`src/hdl/hsst_pkg.sv`:
```
package hsst_pkg;

    localparam int MaxEntries  = 256;
    localparam int HintCount   = 16;
    localparam int SuffixBytes = 8;

    localparam int IdxW   = $clog2(MaxEntries);      // 8
    localparam int CntW   = $clog2(MaxEntries + 1);  // 9
    localparam int HintW  = $clog2(HintCount);
    localparam int HeadW  = 32;
    localparam int SufW   = 8 * SuffixBytes;
    localparam int LenW   = 4;
    localparam int ValW   = 64;
    localparam int EntryW = HeadW + SufW + LenW + ValW;

    localparam logic [2:0] OpInsert  = 3'd0;
    localparam logic [2:0] OpLower   = 3'd1;
    localparam logic [2:0] OpUpper   = 3'd2;
    localparam logic [2:0] OpRebuild = 3'd3;
    localparam logic [2:0] OpClear   = 3'd4;

    localparam logic [1:0] StOk      = 2'd0;
    localparam logic [1:0] StBadPos  = 2'd1;
    localparam logic [1:0] StFull    = 2'd2;

    // datapath commands from the controller
    typedef struct packed {
        logic load;       // capture the input item
        logic sp_start;   // start spacing computation
        logic hint_init;  // clear hint scan counters
        logic hint_step;  // examine one hint
        logic range_set;  // form lo/hi from scan result
        logic rd_mid;     // issue read at mid
        logic cmp_mid;    // narrow range with read data
        logic sh_rd;      // read entry k-1 for shift
        logic sh_wr;      // write entry k, decrement k
        logic ins_wr;     // write new entry at pos, bump count
        logic rb_rd;      // read entry for hint i
        logic rb_wr;      // store hint i, advance i
        logic clear;      // zero count and hints
        logic res_load;   // load result register
    } t_cmd;

    typedef struct packed {
        logic sp_done;
        logic hint_done;
        logic search_done;
        logic shift_done;
        logic rb_done;
        logic bad_pos;
        logic full;
        logic cnt_zero;
        logic [2:0] op;
    } t_stat;

endpackage

```
`src/hdl/hsst_ctrl.sv`:
```
module hsst_ctrl (
    input  logic            i_clk,
    input  logic            i_rst_n,
    input  logic            i_in_fire,
    output logic            o_in_ready,
    output logic            o_out_valid,
    input  logic            i_out_ready,
    input  hsst_pkg::t_stat i_stat,
    output hsst_pkg::t_cmd  o_cmd
);
    import hsst_pkg::*;

    typedef enum logic [3:0] {
        S_IDLE, S_DISPATCH, S_SPACING, S_HINT, S_RANGE, S_RD, S_CMP,
        S_SHRD, S_SHWR, S_INS, S_RBRD, S_RBWR, S_RES, S_OUT
    } t_state;

    t_state r_state;
    logic   r_out_valid;

    always_comb begin
        o_cmd = '0;
        o_cmd.load = i_in_fire;
        unique case (r_state)
            S_DISPATCH: o_cmd.sp_start = 1'b1;
            S_SPACING:  o_cmd.hint_init = 1'b1;
            S_HINT:     o_cmd.hint_step = 1'b1;
            S_RANGE:    o_cmd.range_set = 1'b1;
            S_RD:       o_cmd.rd_mid = 1'b1;
            S_CMP:      o_cmd.cmp_mid = 1'b1;
            S_SHRD:     o_cmd.sh_rd = 1'b1;
            S_SHWR:     o_cmd.sh_wr = 1'b1;
            S_INS:      o_cmd.ins_wr = 1'b1;
            S_RBRD:     o_cmd.rb_rd = 1'b1;
            S_RBWR:     o_cmd.rb_wr = 1'b1;
            S_RES:      o_cmd.res_load = 1'b1;
            default: ;
        endcase
        if (r_state == S_DISPATCH && i_stat.op == OpClear) o_cmd.clear = 1'b1;
        if (r_state == S_SHWR) o_cmd.sh_rd = 1'b0;
    end

    always_ff @(posedge i_clk) begin
        if (!i_rst_n) begin
            r_state     <= S_IDLE;
            r_out_valid <= 1'b0;
        end else begin
            unique case (r_state)
                S_IDLE: if (i_in_fire) r_state <= S_DISPATCH;
                S_DISPATCH: begin
                    case (i_stat.op)
                        OpInsert:
                            if (i_stat.bad_pos || i_stat.full) r_state <= S_RES;
                            else r_state <= S_SHRD;
                        OpLower, OpUpper, OpRebuild: r_state <= S_SPACING;
                        default: r_state <= S_RES;
                    endcase
                end
                S_SPACING: if (i_stat.sp_done) begin
                    if (i_stat.op == OpRebuild) r_state <= S_RBRD;
                    else r_state <= S_HINT;
                end
                S_HINT:  if (i_stat.hint_done) r_state <= S_RANGE;
                S_RANGE: r_state <= S_RD;
                S_RD:    r_state <= i_stat.search_done ? S_RES : S_CMP;
                S_CMP:   r_state <= S_RD;
                S_SHRD:  r_state <= i_stat.shift_done ? S_INS : S_SHWR;
                S_SHWR:  r_state <= S_SHRD;
                S_INS:   r_state <= S_RES;
                S_RBRD:  r_state <= i_stat.rb_done ? S_RES : S_RBWR;
                S_RBWR:  r_state <= S_RBRD;
                S_RES: begin
                    r_state     <= S_OUT;
                    r_out_valid <= 1'b1;
                end
                S_OUT: if (i_out_ready) begin
                    r_state     <= S_IDLE;
                    r_out_valid <= 1'b0;
                end
                default: r_state <= S_IDLE;
            endcase
        end
    end

    assign o_in_ready  = r_state == S_IDLE;
    assign o_out_valid = r_out_valid;

`ifndef SYNTHESIS
    a_valid_in_out: assert property (@(posedge i_clk) disable iff (!i_rst_n)
        r_out_valid |-> r_state == S_OUT) else $error("valid outside output state");
    a_no_accept_busy: assert property (@(posedge i_clk) disable iff (!i_rst_n)
        i_in_fire |=> r_state == S_DISPATCH) else $error("accept not dispatched");
    a_ins_once: assert property (@(posedge i_clk) disable iff (!i_rst_n)
        o_cmd.ins_wr |=> !o_cmd.ins_wr) else $error("double insert");
`endif
endmodule

```
`config.mk`:
```
export PLATFORM = sky130hd
export DESIGN_NAME = hsst_ctrl
export DESIGN_NICKNAME = d
export VERILOG_FILES = /design/src/hdl/hsst_pkg.sv /design/src/hdl/hsst_ctrl.sv
export SDC_FILE = /design/constraint.sdc
export NUM_CORES = 1
export LEC_CHECK = 0
export BUFFER_PORTS_ARGS = -buffer_cell sky130_fd_sc_hd__buf_2
export CELL_PAD_IN_SITES_DETAIL_PLACEMENT = 1
export CELL_PAD_IN_SITES_GLOBAL_PLACEMENT = 1
export CORE_AREA = 3 3 48 50
export CTS_CLUSTER_SIZE = 16
export DETAILED_ROUTE_END_ITERATION = 8
export DIE_AREA = 0 0 51 53
export GPL_TIMING_DRIVEN = 0
export PLACE_DENSITY = 0.88
export SLEW_MARGIN = 20
export SYNTH_ARGS = -nofsm -noshare
export SYNTH_HDL_FRONTEND = slang
export SYNTH_SLANG_ARGS = --single-unit
```
`constraint.sdc`:
```
create_clock -name i_clk -period 2.71 [get_ports i_clk]
set_input_delay 0 -clock i_clk [delete_from_list [all_inputs] [get_ports i_clk]]
set_output_delay 0 -clock i_clk [all_outputs]
set_load 0.02 [all_outputs]
```
Word level (Yosys, flattened, before mapping). Cells that the tools add are included.

Equal/unequal tests: 21. Muxes and demuxes: 27. Reductions and logical operators: 9.

Operator list (count): one-hot mux 4 bit (13 select lines) (1); 2-to-1 mux 4 bit (7); == test 4 bit (second input constant) (6); == test 4 x 3 -> 1 bit (second input constant) (4); 2-to-1 mux 1 bit (16); == test 4 x 2 -> 1 bit (second input constant) (2); inequality test 2 bit (second input constant) (4); one-hot mux 4 bit (2 select lines) (1); == test 3 x 2 -> 1 bit (second input constant) (2); == test 4 x 1 -> 1 bit (second input constant) (1); logical NOT 4 bit (1); AND reduction 4 bit (1); == test 3 x 1 -> 1 bit (second input constant) (1); == test 3 bit (second input constant) (1); logical NOT 3 bit (1); 2-to-1 mux 3 bit (1); OR reduction 3 bit (1); one-hot mux 1 bit (2 select lines) (1); AND reduction 2 bit (1); nonzero test 2 bit (1); OR reduction 2 bit (1); logical AND 1 bit (1); logical OR 1 bit (1).

Output and inout bits: 16. Input port bits: 15. Register bits after elaboration: 5.

Longest topological paths before layout. Gate-level depths: netlist of run 1.

Word-level depth: 4. Mapped depth: 6. Depth with buffers taken out: 4.

Worst setup path after synthesis of run 1. Ideal clock, no wire load.

Kind: register to register. Start point: reg r_state[2]. End point: reg r_state[1]. Buffers on the path: 1. Library setup time: 0.074 ns. Stages on the path, launching flop included: 6. Required time: 2.636 ns. Arrival time: 1.387 ns. Slack: 1.250 ns. Cells stage by stage: dfxtp_1 -> buf_6 -> nor4b_2 -> o311a_1 -> a211oi_1 -> o22ai_2.

Longest elaborated chain between the ends: 3. Elaborated cells on any way between the ends: 21.

RTL lines: start, declared (line hsst_ctrl.sv:18) `t_state r_state;`; start signal, assigned (line hsst_ctrl.sv:65) `S_RD: r_state <= i_stat.search_done ? S_RES : S_CMP;`; start signal, assigned (line hsst_ctrl.sv:67) `S_SHRD: r_state <= i_stat.shift_done ? S_INS : S_SHWR;`; start signal, assigned (line hsst_ctrl.sv:70) `S_RBRD: r_state <= i_stat.rb_done ? S_RES : S_RBWR;`; == test 4 x 3 -> 1 bit (tied with other cells) (line hsst_ctrl.sv:48) `unique case (r_state)`; OR reduction 2 bit (no line) or inequality test 2 bit (tied branches); one-hot mux 4 bit (13 select lines) or AND reduction 4 bit (tied branches).

Parallel ways exist; a longest one is shown, timed or not. A chain may end at the register's enable or synchronous reset.

==> results of run 1 <==
==> metal layers <==
metal  vias up  share of wire
met1       376           0.41
met2        29           0.52
met4         0          0.010
met3         2          0.057
met5         -              0
li1        378              -
==> stage by stage <==
stage,power (uW),utilization,worst slack [ns]
finish,846,0.431,1.11
global route,910,0.431,0.947
CTS,847,0.431,1.14
detailed placement,743,0.418,1.27
global placement,721,0.418,1.30
floorplan,580,-,1.25
==> logic make-up after synthesis <==
logic type             count (synthesis)  synth area share
buffers and inverters                 13             0.125
multiplexers                           1            0.0158
AO/OA/AOI/OAI                         20             0.275
XOR/XNOR                               1            0.0139
flip-flops                             5             0.158
AND/OR/NAND/NOR                       44             0.412
==> flip-flops by register name (all words and copies together), names as in the netlist <==
name	count
r_state	4
o_out_valid	1
==> worst max-delay path: stages, from the launching register on <==
cell	delay (ns)
dfxtp_1	0.34
buf_6	0.15
clkbuf_1	0.39
nand2_1	0.13
nor3_1	0.14
buf_2	0.19
==> worst max path at each step <==
stage / startpoint / slack, ns / depth (start not counted) / end
final: r_state[0]$_SDFFE_PN0P_ / 1.11 / 5 / o_cmd[4]
after global routing: r_state[0]$_SDFFE_PN0P_ / 0.95 / 5 / o_cmd[4]
after CTS: r_state[0]$_SDFFE_PN0P_ / 1.14 / 5 / o_cmd[4]
after detailed placement: r_state[1]$_SDFFE_PN0P_ / 1.27 / 5 / r_state[1]$_SDFFE_PN0P_
after global placement: r_state[1]$_SDFFE_PN0P_ / 1.30 / 5 / r_state[1]$_SDFFE_PN0P_
after floorplan: r_state[2]$_SDFFE_PN0P_ / 1.25 / 5 / r_state[1]$_SDFFE_PN0P_
==> cell usage in the layout, fill, tap and decap left out, drive strengths merged, types with 3 or more instances in the layout <==
cell type,count
buf,37
dfxtp,5
inv,4
nor3,6
nand2b,5
nor3b,3
o211ai,4
clkbuf,5
nor2,12
nand2,3
==> report_power, final <==
group	switching, uW	internal [uW]
logic	387	235
registers	27.1	100
clock network	40.7	56.3
total	455	391
==> final cells by class <==
| type | count | area, um^2 |
|---|---|---|
| fillers | 279 | 1100 |
| multi-input cells | 66 | 453 |
| repair buffers | 29 | 145 |
| flip-flops and latches | 5 | 100 |
| plain buffers | 9 | 63.8 |
| well taps | 27 | 33.8 |
| clock buffers | 4 | 26.3 |
| inverters | 4 | 15.0 |
==> impl_metrics.yaml, run 1 <==
detailed_routing:
  first_pass_iters: 4
  ant_nets: 0
  viasPerCell: 5.45
  wl_um: 2290
  drc: 0
  num_vias: 785
  wl_per_cell_um: 15.9
  drtIter0Drc: 9
setup_path:
  end_kind: "primary output"
  crit_type: "register to primary output"
  r2r_cells: 5
  regToRegEndpoint: "r_state[2]$_SDFFE_PN0P_"
  arrival_ns: 1.60
  cp_max_fo: 10
  start_kind: "register"
  timing.rr.start: "r_state[0]$_SDFFE_PN0P_"
  critPathRequiredTime_ns: 2.71
  reg2reg_slack_ns: 1.25
clocking:
  cts_tree: "yes"
  cts_made_buffers: 3
  cts_resized: 0
  root_buffer: "clkbuf_4"
  clock-sinks: 5
  clk_pin_slew_worst_paths_ns: 0.05
  ctsHoldBuffers: 0
  postCtsSetupRepairBufs: 0
  clkLatencyLatePin_ns: 0.27
  cts_max_level: 1
  ctsLongestPathBuffers: 2
min_path:
  hold_depth: 3
  min_path_type: "input port to register"
  whs_endpoint: "o_out_valid$_SDFFE_PN0P_"
  min-delay-start: "i_rst_n"
grt:
  grt_pass1_vias: 793
  grt_overflow_total: 0
  gr-usage-all-layers: 0.180
  grt.busiest_layer: "met2"
  use_met3: 0.0394
  met2_usage: 0.354
  gr-usage-met1: 0.191
  grt_max_degree: 11
  grt_antenna_before_repair: 0
  grt_pass1_wl_um: 3660
synth:
  synthCells: 84
  synth_seq_cells: 5
  netlist-cell-type-count: 40
  syn_area_um2: 632
  ys_async_sr_fraction: 0
  synth_common_cells: "12 x nor2_1, 6 x nor3_1, 5 x dfxtp_1, 5 x nand2b_1, 4 x inv_1"
  synth.largest_area_cell: "dfxtp_1"
  ys_top_cells_by_area: "dfxtp_1 16%, nor2_1 7.1%, nand2b_1 5.0%, nor3_1 4.8%, buf_4 3.6%"
  avgSynthCellArea_um2: 7.52
  synth_flop_cell: "dfxtp_1"
  yosys_warnings: 0
  synth-edff-count: 0
  seq_area_frac_synth: 0.158
  synth_top_area_frac: 0.158
  syn_nets: 99
  yosysMostFrequentCell: "nor2_1"
sta:
  period_needed_ns: 1.60
  totalNegativeSetupSlack_ns: 0
  rsz0062_at_grt: "no"
  post-route-period-util: 0.590
  drv_slew: 0
  setup_viol: 0
  worstMarginPinSlew_ns: 0.469
  finClkSkew_ns: 0.00637
  max_freq_ghz: 0.626
  slew_headroom: 0.687
  fin_hold_ws_ns: 0.0541
  hold_viol_final: 0
die:
  die_area_um2: 2700
  num_rows: 16
  ios: 31
  die_w_um: 51
  start_util: 0.325
  core_area_um2: 1940
  die-height_um: 53
placed_design:
  place_hpwl_um: 1750
  place.gp.congestion: 0.792
  port_buffers: 29
  place_area_um2: 811
  dp_cells: 140
layout:
  finalNonFillerCells: 144
  antenna_cells_inserted: 0
  drive_above_1_share: 0.393
  finish.net_count: 133
  area_growth_pct: 32.5
  stdcell_area_um2: 837
job:
  max_cap_violations: 0
pwr:
  pwr_density_cell_nw_per_um2: 1010
  p_leak_uw: 0.000392
  worst_ir_drop_vdd_mv: 0.368
outcome:
  status: "finished clean"
(Power assumes the default switching activity.)
==> run 2: changes to the inputs <==
--- a/config.mk
+++ b/config.mk
@@ -5,15 +5,16 @@
 export SDC_FILE = /design/constraint.sdc
 export NUM_CORES = 1
 export LEC_CHECK = 0
+export ABC_AREA = 1
 export BUFFER_PORTS_ARGS = -buffer_cell sky130_fd_sc_hd__buf_2
 export CELL_PAD_IN_SITES_DETAIL_PLACEMENT = 1
 export CELL_PAD_IN_SITES_GLOBAL_PLACEMENT = 1
-export CORE_AREA = 3 3 48 50
+export CORE_AREA = 3 3 52 54
 export CTS_CLUSTER_SIZE = 16
 export DETAILED_ROUTE_END_ITERATION = 8
-export DIE_AREA = 0 0 51 53
+export DIE_AREA = 0 0 55 57
 export GPL_TIMING_DRIVEN = 0
-export PLACE_DENSITY = 0.88
+export PLACE_DENSITY = 0.82
 export SLEW_MARGIN = 20
 export SYNTH_ARGS = -nofsm -noshare
 export SYNTH_HDL_FRONTEND = slang
==> constraint.sdc (replaced) <==
create_clock -name i_clk -period 1.5 [get_ports i_clk]
set_input_delay 0 -clock i_clk [delete_from_list [all_inputs] [get_ports i_clk]]
set_output_delay 0 -clock i_clk [all_outputs]
set_load 0.02 [all_outputs]
==> run 2 against run 1 <==
Power up 67%. Critical path depth unchanged. Hold slack gained 0.0041 ns. Utilization is 5.8 points lower. Sequential share of layout area grew 0.077 points. Clock skew fell by 0.0050 ns. Via count is 2.2% higher. Global-route usage shrank 4.0 points. Largest cell class unchanged.
==> impl_metrics.yaml, run 2 <==
setup_path:
  crit_type: "register to primary output"
  end_kind: "primary output"
  arrival_ns: 1.35
  start_kind: "register"
  r2r_cells: 8
  crit_chain: "inv_2 > nor2_4 > inv_1 > nor2_1 > buf_2"
  cpPeakStageDelay_ns: 0.47
  crit_path_top_delay_cell: "dfxtp_1"
  critPathRequiredTime_ns: 1.50
  cp_max_fo: 6
synth:
  synth-edff-count: 0
  ys_top_cells_by_area: "nand2_1 18%, dfxtp_1 16%, inv_1 12%, nand3_1 9.5%, nor2_1 8.9%"
  avgSynthCellArea_um2: 5.52
  synth_seq_cells: 5
  syn_nets: 130
  synthCells: 115
  syn_area_um2: 634
  netlist-cell-type-count: 20
  yosys_warnings: 0
  synth_flop_cell: "dfxtp_1"
  synth_common_cells: "31 x nand2_1, 20 x inv_1, 15 x nor2_1"
  synth.largest_area_cell: "nand2_1"
  ys_async_sr_fraction: 0
  synth_top_area_frac: 0.183
  seq_area_frac_synth: 0.158
  yosysMostFrequentCell: "nand2_1"
grt:
  met2_usage: 0.250
  grt_pass1_wl_um: 3330
  grt_antenna_before_repair: 0
  use_met3: 0.0157
  grt_overflow_total: 0
  grt.busiest_layer: "met2"
  gr-usage-met1: 0.165
  grt_pass1_vias: 833
  grt_max_degree: 8
  gr-usage-all-layers: 0.140
layout:
  drive_above_1_share: 0.378
  largest_register_ff_count: 4
  area_growth_pct: 32.7
  finish.net_count: 164
  final_common_cell: "nand2_1"
  max_flop_register: "r_state"
  antenna_cells_inserted: 0
  final_cell_mix: "31 x nand2_1, 29 x buf_2, 20 x inv_1"
pwr:
  pwr_density_cell_nw_per_um2: 1680
  worst_ir_drop_vdd_mv: 1.15
  p_leak_uw: 0.000515
  p_total_uw: 1420
  share_seq_of_total_power: 0.193
  p_clk_frac: 0.111
  swShare: 0.579
  combPwrFrac: 0.696
  power_switching_uw: 820
  p_int_uw: 596
clocking:
  cts_made_buffers: 3
  postCtsSetupRepairBufs: 0
  ctsLongestPathBuffers: 2
  root_buffer: "clkbuf_4"
  clkLatencyLatePin_ns: 0.24
  clock-sinks: 5
  clk_pin_slew_worst_paths_ns: 0.04
  ctsHoldBuffers: 0
  cts_max_level: 1
  cts_tree: "yes"
sta:
  finClkSkew_ns: 0.00139
  slew_headroom: 0.793
  drv_slew: 0
  period_needed_ns: 1.35
  rsz0062_at_grt: "no"
  setup_viol: 0
  worstMarginPinSlew_ns: 0.310
  totalNegativeSetupSlack_ns: 0
  hold_viol_final: 0
  post-route-period-util: 0.900
  max_freq_ghz: 0.741
detailed_routing:
  drc: 0
  wl_um: 1980
  wl_per_cell_um: 11.3
  drtIter0Drc: 4
  viasPerCell: 4.56
  ant_nets: 0
  num_vias: 802
  first_pass_iters: 4
min_path:
  min_path_type: "input port to register"
  hold_depth: 3
die:
  start_util: 0.281
  die_area_um2: 3140
  die_w_um: 55
  die-height_um: 57
  core_area_um2: 2250
  ios: 31
  num_rows: 17
placed_design:
  place.gp.congestion: 0.878
  place_hpwl_um: 1810
  port_buffers: 29
job:
  max_cap_violations: 0
outcome:
  status: "finished clean"
-- run 2: changes by cell type after synthesis, moves of 5 or more --
cell	before	now
inv_1	4	20
nand2_1	3	31
nand2b_1	5	0
nand3_1	1	12
nor2_2	0	5
nor3_1	6	1
-- run 2: power by group through the flow --
stage               clock network [uW]  registers [uW]  logic [uW]
CTS                                166             269         998
floorplan                            0             258         734
global placement                     0             270         960
detailed placement                   0             273         996
finish                             157             273         986
global route                       174             283        1090
-- run 2: worst paths after layout --
check / endpoint / startpoint / slack, ns
worst max-delay path: o_cmd[7] / r_state[2]$_SDFFE_PN0P_ / 0.15
worst min-delay path: r_state[0]$_SDFFE_PN0P_ / i_rst_n / 0.06
worst max register to register: r_state[0]$_SDFFE_PN0P_ / r_state[3]$_SDFFE_PN0P_ / 0.20
worst min register to register: o_out_valid$_SDFFE_PN0P_ / o_out_valid$_SDFFE_PN0P_ / 0.47
-- run 2: kinds of logic after synthesis --
logic type | share of synthesized area
AO/OA/AOI/OAI | 0.0907
buffers and inverters | 0.154
flip-flops | 0.158
AND/OR/NAND/NOR | 0.598
-- run 2: routing by layer --
metal / wire length [um] / share of wire / up-vias
li1: - / - / 413
met1: 779 / 0.39 / 369
met2: 1080 / 0.55 / 18
met3: 99 / 0.050 / 2
met4: 21 / 0.011 / 0
met5: 0 / 0 / -
-- run 2: stage by stage --
| step | hold slack (ns) | cells | worst slack [ns] | utilization | area, um^2 |
|---|---|---|---|---|---|
| after floorplan | 0.113 | 115 | 0.159 | - | 634 |
| after global placement | 0.300 | 172 | 0.194 | 0.361 | 815 |
| after detailed placement | 0.315 | 172 | 0.154 | 0.361 | 815 |
| after CTS | 0.0562 | 176 | 0.0779 | 0.373 | 841 |
| after global routing | 0.0803 | 176 | 0.0156 | 0.373 | 842 |
| final | 0.0582 | 176 | 0.150 | 0.373 | 842 |
-- run 2: final cells by class --
type	instances	area (um^2)
flip-flops and latches	5	101
inverters	24	90.1
multi-input cells	85	437
clock buffers	4	26.3
repair buffers	29	145
plain buffers	1	7.51
well taps	28	35.0
fillers	338	1410
-- run 2: critical path, delay by kind of cell, from the launching register on --
family / cells / cell delay (ns)
DFF: 1 / 0.47
buffers and inverters: 3 / 0.38
and+or+nand+nor: 2 / 0.26
-- run 2: what timing repair did --
item,CTS,global route
resized for setup,0,1
hold endpoints to repair,0,0
setup endpoints to repair,0,1
==> run 3: changes to the inputs <==
--- a/config.mk
+++ b/config.mk
@@ -5,14 +5,13 @@
 export SDC_FILE = /design/constraint.sdc
 export NUM_CORES = 1
 export LEC_CHECK = 0
-export ABC_AREA = 1
 export BUFFER_PORTS_ARGS = -buffer_cell sky130_fd_sc_hd__buf_2
 export CELL_PAD_IN_SITES_DETAIL_PLACEMENT = 1
 export CELL_PAD_IN_SITES_GLOBAL_PLACEMENT = 1
-export CORE_AREA = 3 3 52 54
+export CORE_AREA = 3 3 50 52
 export CTS_CLUSTER_SIZE = 16
 export DETAILED_ROUTE_END_ITERATION = 8
-export DIE_AREA = 0 0 55 57
+export DIE_AREA = 0 0 53 55
 export GPL_TIMING_DRIVEN = 0
 export PLACE_DENSITY = 0.82
 export SLEW_MARGIN = 20
==> run 3 against run 2 <==
Critical path depth is the same. Power grew 15%. Maximum frequency shrank 3.4%. First-iteration DRC count grew to 2.8 times the previous value. Register-to-register slack lost 0.09 ns. Non-clock buffer count grew 7. Design area grew 4.9%. Critical path type unchanged. Critical endpoint is now o_cmd[4]. Highest routed layer unchanged.
==> impl_metrics.yaml, run 3 (same netlist as run 1, synthesis figures left out) <==
layout:
  final_cell_mix: "28 x buf_2, 12 x nor2_1, 6 x nor3_1"
  antenna_cells_inserted: 0
  max_flop_register: "r_state"
  largest_register_ff_count: 4
  drive_above_1_share: 0.440
  area_growth_pct: 39.8
  finish.net_count: 132
  final_common_cell: "buf_2"
grt:
  gr-usage-all-layers: 0.156
  grt_antenna_before_repair: 0
  grt_pass1_vias: 710
  grt_overflow_total: 0
  grt_max_degree: 20
  grt_pass1_wl_um: 3350
sta:
  finClkSkew_ns: 0.0117
  totalNegativeSetupSlack_ns: 0
  worstMarginPinSlew_ns: 0.367
  hold_viol_final: 0
  post-route-period-util: 0.932
  slew_headroom: 0.754
  period_needed_ns: 1.40
  max_freq_ghz: 0.715
  fin_hold_ws_ns: 0.0578
  layout_setup_ws_ns: 0.102
  drv_slew: 0
  setup_viol: 0
  rsz0062_at_grt: "yes"
pwr:
  swShare: 0.518
  p_leak_uw: 0.000401
  share_seq_of_total_power: 0.149
  pwr_density_cell_nw_per_um2: 1850
  worst_ir_drop_vdd_mv: 0.900
  combPwrFrac: 0.749
  p_int_uw: 788
  p_clk_frac: 0.102
  power_switching_uw: 846
detailed_routing:
  drtIter0Drc: 11
  first_pass_iters: 4
  ant_nets: 0
  num_vias: 764
  viasPerCell: 5.31
  wl_per_cell_um: 14.8
  drc: 0
  wl_um: 2130
clocking:
  clock-sinks: 5
  clkLatencyLatePin_ns: 0.26
  cts_made_buffers: 3
  cts_max_level: 1
  root_buffer: "clkbuf_4"
  cts_tree: "yes"
  ctsLongestPathBuffers: 2
  clk_pin_slew_worst_paths_ns: 0.05
setup_path:
  r2r_cells: 5
  crit_path_top_delay_cell: "dfxtp_1"
  crit_type: "register to primary output"
  regToRegEndpoint: "r_state[0]$_SDFFE_PN0P_"
  crit_chain: "buf_6 > clkbuf_2 > nand2_1 > nor3_1 > buf_2"
  start_kind: "register"
  critPathTopFamily: "buffers and inverters"
  cpPeakStageDelay_ns: 0.33
  critPathRequiredTime_ns: 1.50
  timing.rr.start: "r_state[3]$_SDFFE_PN0P_"
  cp_max_fo: 10
  reg2reg_slack_ns: 0.11
  end_kind: "primary output"
  worst-path-buf-inv: 3
  arrival_ns: 1.40
placed_design:
  port_buffers: 29
  pre_cts_slack_ns: 0.0641
  place.gp.congestion: 0.825
  place_hpwl_um: 1700
min_path:
  min-delay-start: "i_rst_n"
  whs_endpoint: "o_out_valid$_SDFFE_PN0P_"
  min_path_type: "input port to register"
  hold_depth: 3
die:
  die_w_um: 53
  num_rows: 17
  core_area_um2: 2150
  die_area_um2: 2920
  ios: 31
  die-height_um: 55
  start_util: 0.294
job:
  max_cap_violations: 0
outcome:
  status: "finished clean"
==> run 3: cell types whose count changed in the layout (fill, tap and decap cells not counted), moves of 3 or more <==
cell	previous run	this run
nand2b_1	0	4
inv_2	4	0
nor3_1	1	6
nor2_2	5	0
inv_1	20	4
nand2_1	31	3
nand3_1	12	1
nand2_2	4	0
nor2_1	15	12
nor2_4	4	0
buf_6	0	3
==> run 3: final cells by class <==
type,count,area [um^2]
buffer,8,76.3
clock buffer,4,26.3
fill,269,1260
inverter,4,15.0
multi-input combinational,66,480
sequential,5,103
tap,28,35.0
timing repair buffer,29,148
==> run 3: worst reg2reg max path: cells and delay by family (launching register included) <==
| family | cells | cell delay, ns |
|---|---|---|
| AO/OA/AOI/OAI | 3 | 0.60 |
| flip-flops | 1 | 0.40 |
| buffers and inverters | 1 | 0.19 |
| AND/OR/NAND/NOR | 1 | 0.09 |
==> run 3: layer usage <==
layer / part of all wire / GRT usage
met2: 0.45 / 0.260
met1: 0.47 / 0.190
met4: 0.019 / 0.0511
met5: 0 / 0
met3: 0.069 / 0.0483
==> run 3: worst max path at each step <==
stage                                  startpoint                       to  depth (start not counted)
final                     r_state[0]$_SDFFE_PN0P_                 o_cmd[4]                          5
after global routing      r_state[0]$_SDFFE_PN0P_                 o_cmd[4]                          5
after CTS                 r_state[2]$_SDFFE_PN0P_                 o_cmd[1]                          4
after detailed placement  r_state[1]$_SDFFE_PN0P_  r_state[1]$_SDFFE_PN0P_                          5
after global placement    r_state[1]$_SDFFE_PN0P_  r_state[1]$_SDFFE_PN0P_                          5
after floorplan           r_state[2]$_SDFFE_PN0P_  r_state[1]$_SDFFE_PN0P_                          5
==> run 3: what timing repair did <==
| action | CTS | global route |
|---|---|---|
| setup buffers | 0 | 0 |
| hold buffers | 0 | 0 |
| endpoints found under the setup margin | 5 | 7 |
| resized for setup | 3 | 10 |
==> run 3: power by group through the flow <==
stage                     Clock (uW)  Sequential [uW]  Combinational [uW]
final                            167              243                1220
after global routing             181              249                1330
after CTS                        175              230                1130
after detailed placement           0              229                1120
after global placement             0              228                1080
after floorplan                    0              219                 829
==> run 3: stage by stage <==
step | cells | total power [uW] | util | area [um^2]
global route | 144 | 1760 | 0.411 | 883
floorplan | 84 | 1050 | - | 632
detailed placement | 141 | 1350 | 0.378 | 812
global placement | 141 | 1310 | 0.378 | 812
CTS | 144 | 1530 | 0.390 | 838
finish | 144 | 1630 | 0.411 | 883
